### src/sv/led_flash_pattern_sequencer_assert.svh
// assertion macros for the led flash pattern sequencer
`ifndef LED_FLASH_PATTERN_SEQUENCER_ASSERT_SVH
`define LED_FLASH_PATTERN_SEQUENCER_ASSERT_SVH

// same-cycle implication, checked out of reset
`define LFPS_ASSERT_SAME(lbl, ante, cons) \
  lbl: assert property (@(posedge clk_i) disable iff (!rst_ni) (ante) |-> (cons)) \
    else $error("lfps assertion failed");

// next-cycle implication, checked out of reset
`define LFPS_ASSERT_NEXT(lbl, ante, cons) \
  lbl: assert property (@(posedge clk_i) disable iff (!rst_ni) (ante) |=> (cons)) \
    else $error("lfps assertion failed");

`endif

### src/sv/lfps_pkg.sv
// types, codes and constants of the led flash pattern sequencer
`default_nettype none

package lfps_pkg;

  // item function codes
  typedef enum logic [1:0] {
    FUNC_TICK  = 2'd0,
    FUNC_START = 2'd1,
    FUNC_ABORT = 2'd2
  } func_e;

  // step phase within a group
  typedef enum logic [1:0] {
    PH_LIT  = 2'd0,
    PH_DARK = 2'd1,
    PH_WAIT = 2'd2
  } phase_e;

  // configuration register indexes
  localparam logic [0:0] CFG_LOOP_UNIT  = 1'b0;
  localparam logic [0:0] CFG_OUTER_UNIT = 1'b1;

  localparam int unsigned UnitW = 10;
  localparam int unsigned CdW   = 18;

  localparam logic [UnitW-1:0] UNIT_RESET   = 10'd100;
  localparam logic [7:0]       COLOR_OFF    = 8'hFF;
  localparam logic [3:0]       MODE_PATTERN = 4'd1;
  localparam logic [1:0]       LAST_GROUP   = 2'd2;

  // packed group word
  typedef struct packed {
    logic [7:0] color;
    logic [3:0] dark_units;
    logic [3:0] flash_extra;
    logic [7:0] gap_units;
  } grp_word_t;

  // input beat
  typedef struct packed {
    logic [1:0]  func;
    logic [7:0]  header_byte;
    logic [23:0] group1_word;
    logic [23:0] group2_word;
    logic [23:0] group3_word;
    logic [7:0]  repeat_count;
  } in_beat_t;

  // result beat
  typedef struct packed {
    logic       led_on;
    logic [7:0] led_color;
    logic       busy_res;
    logic       start_accepted;
    logic       sequence_done;
  } out_beat_t;

  // unit lengths handed from the register file to the core
  typedef struct packed {
    logic [UnitW-1:0] loop_unit;
    logic [UnitW-1:0] outer_unit;
  } unit_cfg_t;

endpackage

`default_nettype wire

### src/sv/lfps_chan_if.sv
// valid/ready channel carrying one beat of a given type
`default_nettype none

interface lfps_chan_if #(
  parameter type T = logic
) ();
  logic valid;
  logic ready;
  T     data;

  modport source (output valid, output data, input ready);
  modport sink (input valid, input data, output ready);
endinterface

`default_nettype wire

### src/sv/led_flash_pattern_sequencer.sv
// A result beat is valid in the cycle after its input beat is accepted.
// Throughput: one input beat per cycle unless a result waits; the step logic runs in one pass
// between the pattern state registers and the result register.
// Input ready follows the result register: it drops only while a result waits.
// Reset (asynchronous, active low): idle, LED off at colour 255, units 100.
`default_nettype none

module led_flash_pattern_sequencer
  import lfps_pkg::*;
(
  input  wire logic             clk_i,
  input  wire logic             rst_ni,
  input  wire logic             cfg_we_i,
  input  wire logic [0:0]       cfg_idx_i,
  input  wire logic [UnitW-1:0] cfg_wdata_i,
  lfps_chan_if.sink             in_i,
  lfps_chan_if.source           out_o
);

  `include "led_flash_pattern_sequencer_assert.svh"

  unit_cfg_t units;
  out_beat_t res;
  out_beat_t out_data;
  in_beat_t  in_data;
  logic      free;
  logic      take;
  logic      out_valid;

  assign in_data  = in_i.data;
  assign in_i.ready = free;
  assign take     = in_i.valid && free;

  // configuration registers
  lfps_cfg_regs u_cfg (
    .clk_i       (clk_i),
    .rst_ni      (rst_ni),
    .cfg_we_i    (cfg_we_i),
    .cfg_idx_i   (cfg_idx_i),
    .cfg_wdata_i (cfg_wdata_i),
    .units_o     (units)
  );

  // pattern state and step
  lfps_seq_core u_core (
    .clk_i   (clk_i),
    .rst_ni  (rst_ni),
    .take_i  (take),
    .beat_i  (in_data),
    .units_i (units),
    .res_o   (res)
  );

  // result register
  lfps_out_stage u_out (
    .clk_i       (clk_i),
    .rst_ni      (rst_ni),
    .load_i      (take),
    .res_i       (res),
    .out_ready_i (out_o.ready),
    .free_o      (free),
    .out_valid_o (out_valid),
    .out_data_o  (out_data)
  );

  assign out_o.valid = out_valid;
  assign out_o.data  = out_data;

  // every accepted beat leaves a result behind it
  `LFPS_ASSERT_NEXT(a_result_follows, take, out_valid)
  // an accepted start leaves the sequence running
  `LFPS_ASSERT_SAME(a_start_busy, out_valid && out_data.start_accepted, out_data.busy_res)
  // a normal end leaves the LED dark and the block idle
  `LFPS_ASSERT_SAME(a_done_idle, out_valid && out_data.sequence_done,
                    !out_data.busy_res && !out_data.led_on)
  // the LED is lit only during a sequence
  `LFPS_ASSERT_SAME(a_lit_busy, out_valid && out_data.led_on, out_data.busy_res)

endmodule

`default_nettype wire

### src/sv/lfps_cfg_regs.sv
// configuration register file with the two delay unit lengths
`default_nettype none

module lfps_cfg_regs
  import lfps_pkg::*;
(
  input  wire logic             clk_i,
  input  wire logic             rst_ni,
  input  wire logic             cfg_we_i,
  input  wire logic [0:0]       cfg_idx_i,
  input  wire logic [UnitW-1:0] cfg_wdata_i,
  output unit_cfg_t             units_o
);

  logic [UnitW-1:0] loop_unit_q;
  logic [UnitW-1:0] outer_unit_q;

  // register writes
  always_ff @(posedge clk_i or negedge rst_ni) begin
    if (!rst_ni) begin
      loop_unit_q  <= UNIT_RESET;
      outer_unit_q <= UNIT_RESET;
    end else if (cfg_we_i) begin
      case (cfg_idx_i)
        CFG_LOOP_UNIT:  loop_unit_q  <= cfg_wdata_i;
        CFG_OUTER_UNIT: outer_unit_q <= cfg_wdata_i;
        default: ;
      endcase
    end
  end

  assign units_o.loop_unit  = loop_unit_q;
  assign units_o.outer_unit = outer_unit_q;

endmodule

`default_nettype wire

### src/sv/lfps_seq_core.sv
// pattern state and the single-pass step logic for one beat
`default_nettype none

module lfps_seq_core
  import lfps_pkg::*;
(
  input  wire logic      clk_i,
  input  wire logic      rst_ni,
  input  wire logic      take_i,
  input  wire in_beat_t  beat_i,
  input  wire unit_cfg_t units_i,
  output out_beat_t      res_o
);

  logic             running_q, running_d;
  logic [1:0]       group_idx_q, group_idx_d;
  phase_e           phase_q, phase_d;
  logic [3:0]       flash_cnt_q, flash_cnt_d;
  logic [7:0]       repeats_q, repeats_d;
  logic [3:0]       flash_len_q, flash_len_d;
  grp_word_t        grp_q [3];
  grp_word_t        grp_d [3];
  logic [CdW-1:0]   cd_q, cd_d;
  logic             lamp_on_q, lamp_on_d;
  logic [7:0]       lamp_color_q, lamp_color_d;
  logic             accepted;
  logic             done;

  grp_word_t        cur_grp;
  logic [13:0]      inner_prod;
  logic [CdW-1:0]   after_prod;

  // current group word
  always_comb begin
    case (group_idx_q)
      2'd1:    cur_grp = grp_q[1];
      2'd2:    cur_grp = grp_q[2];
      default: cur_grp = grp_q[0];
    endcase
  end

  // delay lengths in ticks
  assign inner_prod = 14'(cur_grp.dark_units) * 14'(units_i.loop_unit);
  assign after_prod = CdW'(cur_grp.gap_units) * CdW'(units_i.outer_unit);

  // next state
  always_comb begin
    running_d    = running_q;
    group_idx_d  = group_idx_q;
    phase_d      = phase_q;
    flash_cnt_d  = flash_cnt_q;
    repeats_d    = repeats_q;
    flash_len_d  = flash_len_q;
    grp_d        = grp_q;
    cd_d         = cd_q;
    lamp_on_d    = lamp_on_q;
    lamp_color_d = lamp_color_q;
    accepted     = 1'b0;
    done         = 1'b0;
    case (beat_i.func)
      FUNC_TICK: begin
        if (running_q) begin
          if (cd_q > CdW'(1)) begin
            cd_d = cd_q - CdW'(1);
          end else if (group_idx_q > LAST_GROUP) begin
            running_d = 1'b0;
            cd_d      = '0;
          end else begin
            case (phase_q)
              PH_LIT: begin
                lamp_on_d    = 1'b1;
                lamp_color_d = cur_grp.color;
                phase_d      = PH_DARK;
                cd_d         = CdW'(flash_len_q);
              end
              PH_DARK: begin
                lamp_on_d    = 1'b0;
                lamp_color_d = COLOR_OFF;
                if (flash_cnt_q < cur_grp.flash_extra) begin
                  flash_cnt_d = flash_cnt_q + 4'd1;
                  phase_d     = PH_LIT;
                end else begin
                  flash_cnt_d = '0;
                  phase_d     = PH_WAIT;
                end
                cd_d = CdW'(inner_prod);
              end
              PH_WAIT: begin
                if (group_idx_q < LAST_GROUP) begin
                  group_idx_d = group_idx_q + 2'd1;
                  phase_d     = PH_LIT;
                  cd_d        = after_prod;
                end else if (repeats_q != 8'd0) begin
                  repeats_d   = repeats_q - 8'd1;
                  flash_cnt_d = '0;
                  group_idx_d = '0;
                  phase_d     = PH_LIT;
                  cd_d        = after_prod;
                end else begin
                  running_d = 1'b0;
                  cd_d      = '0;
                  done      = 1'b1;
                end
              end
              default: begin
                running_d = 1'b0;
                cd_d      = '0;
              end
            endcase
          end
        end
      end
      FUNC_START: begin
        if (!running_q && beat_i.header_byte[3:0] == MODE_PATTERN) begin
          flash_len_d = beat_i.header_byte[7:4];
          grp_d[0]    = beat_i.group1_word;
          grp_d[1]    = beat_i.group2_word;
          grp_d[2]    = beat_i.group3_word;
          repeats_d   = beat_i.repeat_count;
          group_idx_d = '0;
          phase_d     = PH_LIT;
          flash_cnt_d = '0;
          cd_d        = CdW'(1);
          running_d   = 1'b1;
          accepted    = 1'b1;
        end
      end
      FUNC_ABORT: begin
        lamp_on_d    = 1'b0;
        lamp_color_d = COLOR_OFF;
        running_d    = 1'b0;
        cd_d         = '0;
      end
      default: ;
    endcase
  end

  // result of this beat
  always_comb begin
    res_o.led_on         = lamp_on_d;
    res_o.led_color      = lamp_color_d;
    res_o.busy_res       = running_d;
    res_o.start_accepted = accepted;
    res_o.sequence_done  = done;
  end

  // state registers, updated on each accepted beat
  always_ff @(posedge clk_i or negedge rst_ni) begin
    if (!rst_ni) begin
      running_q    <= 1'b0;
      group_idx_q  <= '0;
      phase_q      <= PH_LIT;
      flash_cnt_q  <= '0;
      repeats_q    <= '0;
      flash_len_q  <= '0;
      grp_q[0]     <= '0;
      grp_q[1]     <= '0;
      grp_q[2]     <= '0;
      cd_q         <= '0;
      lamp_on_q    <= 1'b0;
      lamp_color_q <= COLOR_OFF;
    end else if (take_i) begin
      running_q    <= running_d;
      group_idx_q  <= group_idx_d;
      phase_q      <= phase_d;
      flash_cnt_q  <= flash_cnt_d;
      repeats_q    <= repeats_d;
      flash_len_q  <= flash_len_d;
      grp_q        <= grp_d;
      cd_q         <= cd_d;
      lamp_on_q    <= lamp_on_d;
      lamp_color_q <= lamp_color_d;
    end
  end

endmodule

`default_nettype wire

### src/sv/lfps_out_stage.sv
// result register between the step logic and the output channel
`default_nettype none

module lfps_out_stage
  import lfps_pkg::*;
(
  input  wire logic      clk_i,
  input  wire logic      rst_ni,
  input  wire logic      load_i,
  input  wire out_beat_t res_i,
  input  wire logic      out_ready_i,
  output wire logic      free_o,
  output wire logic      out_valid_o,
  output out_beat_t      out_data_o
);

  logic      valid_q, valid_d;
  out_beat_t data_q;

  // the register can take a beat when empty or being drained
  assign free_o = !valid_q || out_ready_i;

  always_comb begin
    valid_d = valid_q;
    if (load_i) begin
      valid_d = 1'b1;
    end else if (out_ready_i) begin
      valid_d = 1'b0;
    end
  end

  // valid flag
  always_ff @(posedge clk_i or negedge rst_ni) begin
    if (!rst_ni) begin
      valid_q <= 1'b0;
    end else begin
      valid_q <= valid_d;
    end
  end

  // payload
  always_ff @(posedge clk_i) begin
    if (load_i) begin
      data_q <= res_i;
    end
  end

  assign out_valid_o = valid_q;
  assign out_data_o  = data_q;

endmodule

`default_nettype wire
### src/flat_wrapper.sv
// flat-port wrapper written by rule: the top's interface ports become plain ports
module led_flash_pattern_sequencer_flat import lfps_pkg::*;
  (clk_i, rst_ni, cfg_we_i, cfg_idx_i, cfg_wdata_i, in_i_valid, in_i_data, in_i_ready, out_o_valid, out_o_data, out_o_ready);
  lfps_chan_if in_i_i ();
  lfps_chan_if out_o_i ();
  input  wire logic clk_i;
  input  wire logic rst_ni;
  input  wire logic cfg_we_i;
  input  wire logic [0:0] cfg_idx_i;
  input  wire logic [UnitW-1:0] cfg_wdata_i;
  input wire logic [$bits(in_i_i.valid)-1:0] in_i_valid;
  input wire logic [$bits(in_i_i.data)-1:0] in_i_data;
  output wire logic [$bits(in_i_i.ready)-1:0] in_i_ready;
  output wire logic [$bits(out_o_i.valid)-1:0] out_o_valid;
  output wire logic [$bits(out_o_i.data)-1:0] out_o_data;
  input wire logic [$bits(out_o_i.ready)-1:0] out_o_ready;
  assign in_i_i.valid = in_i_valid;
  assign in_i_i.data = in_i_data;
  assign in_i_ready = in_i_i.ready;
  assign out_o_valid = out_o_i.valid;
  assign out_o_data = out_o_i.data;
  assign out_o_i.ready = out_o_ready;
  led_flash_pattern_sequencer u_core (.clk_i(clk_i), .rst_ni(rst_ni), .cfg_we_i(cfg_we_i), .cfg_idx_i(cfg_idx_i), .cfg_wdata_i(cfg_wdata_i), .in_i(in_i_i), .out_o(out_o_i));
endmodule
### config.mk
export PLATFORM = sky130hd
export DESIGN_NAME = led_flash_pattern_sequencer_flat
export DESIGN_NICKNAME = d
export VERILOG_FILES = /design/src/sv/lfps_pkg.sv /design/src/sv/lfps_chan_if.sv /design/src/sv/led_flash_pattern_sequencer.sv /design/src/sv/lfps_cfg_regs.sv /design/src/sv/lfps_seq_core.sv /design/src/sv/lfps_out_stage.sv /design/src/flat_wrapper.sv
export VERILOG_INCLUDE_DIRS = /design/src /design/src/sv
export SDC_FILE = /design/constraint.sdc
export NUM_CORES = 1
export LEC_CHECK = 0
export BUFFER_PORTS_ARGS = -buffer_cell sky130_fd_sc_hd__buf_4
export CORE_MARGIN = 1
export CORE_UTILIZATION = 50
export DETAILED_ROUTE_END_ITERATION = 12
export PLACE_DENSITY = 0.81
export SETUP_SLACK_MARGIN = 0.15
export SYNTH_ARGS = -nofsm -noshare
export SYNTH_HDL_FRONTEND = slang
export SYNTH_SLANG_ARGS = --single-unit
### constraint.sdc
create_clock -name clk_i -period 2.4 [get_ports clk_i]
set_clock_uncertainty 0.2 [all_clocks]
set_input_delay 0 -clock clk_i [delete_from_list [all_inputs] [get_ports clk_i]]
set_output_delay 0 -clock clk_i [all_outputs]
set_load 0.005 [all_outputs]
==> impl_results.md <==
- P_leak: 0.972 nW
- Final non-filler cell area: 0.00211 mm²
- Die Footprint: 0.00375 mm²
- XOR/XNOR Fraction of Synth Area: 9.99%
- Number of ports placed on the die boundary: 20
- Clock tree from TritonCTS: done
- Power density over the cells: 855 mW/mm²
- Antenna Diode Count: 0
- Pins over their slew limit: 0
- Overflow left after global routing: 0
- Share of async-settable or async-resettable flops after synthesis: 97.0%
- Top library cells by usage in the layout, fill and taps aside: dfrtp_1 (32), nor2_1 (22), buf_4 (21)
- Pre-CTS setup slack: 0.0772 ns
- Number of synthesized register bits: 33
- Count of nets left with antenna violations after detail routing: 0
- Maximum net fanout on the critical path: 3
- Number of antenna violations at the first check in global routing: 0
- First-pass detailed-route iteration total: 4
- Worst vdd rail ir drop: 0.403 mV
- Post-Place Cell Area: 0.00190 mm²
- Number of design-rule violations left by the first detailed-router iteration: 81
- Die Y-Extent: 61.2 µm
- Global-route total usage across every layer: 21.2%
- Max-Cap Viols: 0
- Standard-cell row count: 21
- Worst relative slew slack: 62.7%
- Total Power: 1.81 mW
- Insertion delay of the later-clocked pin in the worst-skew pair: 0.35 ns
- Ys Warns: 0
- Nets: 228
- Maximum buffer depth of the clock tree: 2
- Vias per inst: 5.55
- Worst setup path class: reg2reg
- Sequential fraction of the synthesis area: 47.4%
- Detailed-route via count: 1387
- Final Hold Viols: 0
- Synthesis-to-finish area growth: 20.5%
- Number of distinct standard cells referenced by the synthesized netlist: 40
- Area of the mapped netlist: 0.00175 mm²
- Total clock sinks: 33
- Status: completed
- Clock Root Buffer: clkbuf_4
- Startpoint type of the worst setup path: flop
- Adder and majority gate portion of the synthesized area: 5.71%
- Basic-gate share of the synthesized area counting and, or, nand and nor cells: 25.0%
- FF-to-FF Start: u_core.u_core.cd_q[11]$_DFFE_PN0P_
- Fraction of the mapped netlist area in compound gates: 5.99%
- Final Wtd Congestion: 0.737
- Wire length of the first global-routing pass: 5660 µm
- Arrival time of data at the critical path endpoint: 2.35 ns
- Most common cell after layout, fill and taps aside: dfrtp_1
- WL final: 3690 µm
- Clock transition at the registers of the reported paths: 0.10 ns
- Share of post-route cells with drive strength above 1: 23.5%
- Period Utilization, post-route: 94.7%
- Min-Delay Startpoint: out_o_ready
- Unrepaired setup endpoints after global routing: yes
- Level count of the clock H-tree: 2
- Hold Worst Slack: 0.0340 ns
- Final setup violation count: 0
- Endpoint class of the critical path: flop
- Final min period: 2.27 ns
- Launch point of the critical path: u_core.u_core.cd_q[11]$_DFFE_PN0P_
- Number of global-route vias before repair: 1344
- Chip width: 61.2 µm
- Worst path required time: 2.48 ns
- Final non-filler cell total: 250
- Fill cell instance count of the final layout: 259
- Highest clock rate: 440 MHz
- Avg Cell Area, Syn: 10.2 µm²
- Net Count, Synth: 197
- Maximum number of pins on one net before global-route repair: 33
- Count of input and output buffers: 6
- Initial Utilization: 52.6%
- DRC violations left: 0
- Fraction of synthesized area in multiplexers: 2.64%
- Instance count after placement with tap cells included: 228
- EDFF count, synth: 1
- Dominant combinational cell family by area after synthesis: simple AND/OR/NAND/NOR gates
- Syn Inst Count: 172
- Setup ws final: 0.127 ns
- Worst-Margin Slew: 0.555 ns
- Average wire per cell in the routed design: 14.7 µm
- Post-synth top flop: dfrtp_1
- Core ar.: 0.00334 mm²
- Class of the tightest hold or removal check: in2reg
- Inserted Clock Buffers: 5
- Share of the core filled with cells: 63.4%
- Sum Neg Setup Slack: 0 ns
- Final HPWL from detailed placement: 2430 µm
kinds of logic after synthesis:
logic type | after synthesis
AOI/OAI and AO/OA | 15
buffers and inverters | 13
and+or+nand+nor | 79
DFF | 33
muxes | 4
xor gates and xnor gates | 20
adders and majority gates | 8
Yosys cell counts (all sizes together), types with 4 or more instances:
cell / instances / share of area, %
a21oi: 4 / 1.1
ha: 8 / 5.7
nor3: 6 / 1.7
nor2: 23 / 4.9
dfrtp: 32 / 46
o31ai: 4 / 1.7
xor2: 13 / 6.5
xnor2: 7 / 3.5
nand3: 6 / 1.7
nor4: 12 / 5.8
nand2: 12 / 2.6
inv: 11 / 2.4
flip-flops by register name, summed over array words and instances (netlist names):
| register | flops |
|---|---|
| u_core.u_core.group_idx_q | 2 |
| u_core.u_core.phase_q | 2 |
| u_core.u_out.out_data_o | 1 |
| u_core.u_core.running_q | 1 |
| u_core.u_core.cd_q | 18 |
| u_core.u_out.out_valid_o | 1 |
| u_core.u_core.repeats_q | 8 |
per-layer routing:
layer  GRT usage [%]  vias to the layer above  wire [µm]
li1                -                      665          -
met1            25.4                      689       1630
met2            35.1                       24       1830
met3            7.35                        9        143
met4            7.79                        0         86
met5               0                        -          0
critical path: stages (launching register included):
cell	delay, ns
dfrtp_1	0.40
or4_4	0.57
nor4_4	0.26
buf_4	0.17
nand2_2	0.06
or4_1	0.42
a21oi_2	0.13
final timing paths:
| path | to | slack [ns] | cells past startpoint |
|---|---|---|---|
| max in group asynchronous | u_core.u_core.cd_q[2]$_DFFE_PN0P_ | 1.36 | 4 |
| min reg2reg | u_core.u_core.repeats_q[4]$_DFFE_PN0P_ | 0.30 | 1 |
| min | u_core.u_core.running_q$_DFFE_PN0P_ | 0.03 | 5 |
| min in group asynchronous | u_core.u_core.cd_q[6]$_DFFE_PN0P_ | 0.45 | 4 |
| max | u_core.u_core.cd_q[16]$_DFFE_PN0P_ | 0.13 | 6 |
| max reg2reg | u_core.u_core.cd_q[16]$_DFFE_PN0P_ | 0.13 | 6 |
power breakdown:
| part | switching [mW] | internal, mW |
|---|---|---|
| clock network | 0.189 | 0.117 |
| registers | 0.168 | 0.700 |
| logic | 0.322 | 0.311 |
| total | 0.679 | 1.13 |
layout make-up:
| cell class | count | area, µm² | area share (%) |
|---|---|---|---|
| flip-flops and latches | 33 | 831 | 39.3 |
| multi-input cells | 126 | 918 | 43.4 |
| repair buffers | 26 | 218 | 10.3 |
| inverters | 11 | 41.3 | 1.95 |
| clock buffers | 8 | 48.8 | 2.31 |
| well taps | 46 | 57.6 | 2.72 |
what timing repair did:
item	CTS	global route
hold endpoints to repair	39	0
resized for setup	4	7
hold buffers	5	0
pin swaps	3	3
endpoints found under the setup margin	4	19
buffers inserted	7	2
(Power assumes the default switching activity.)
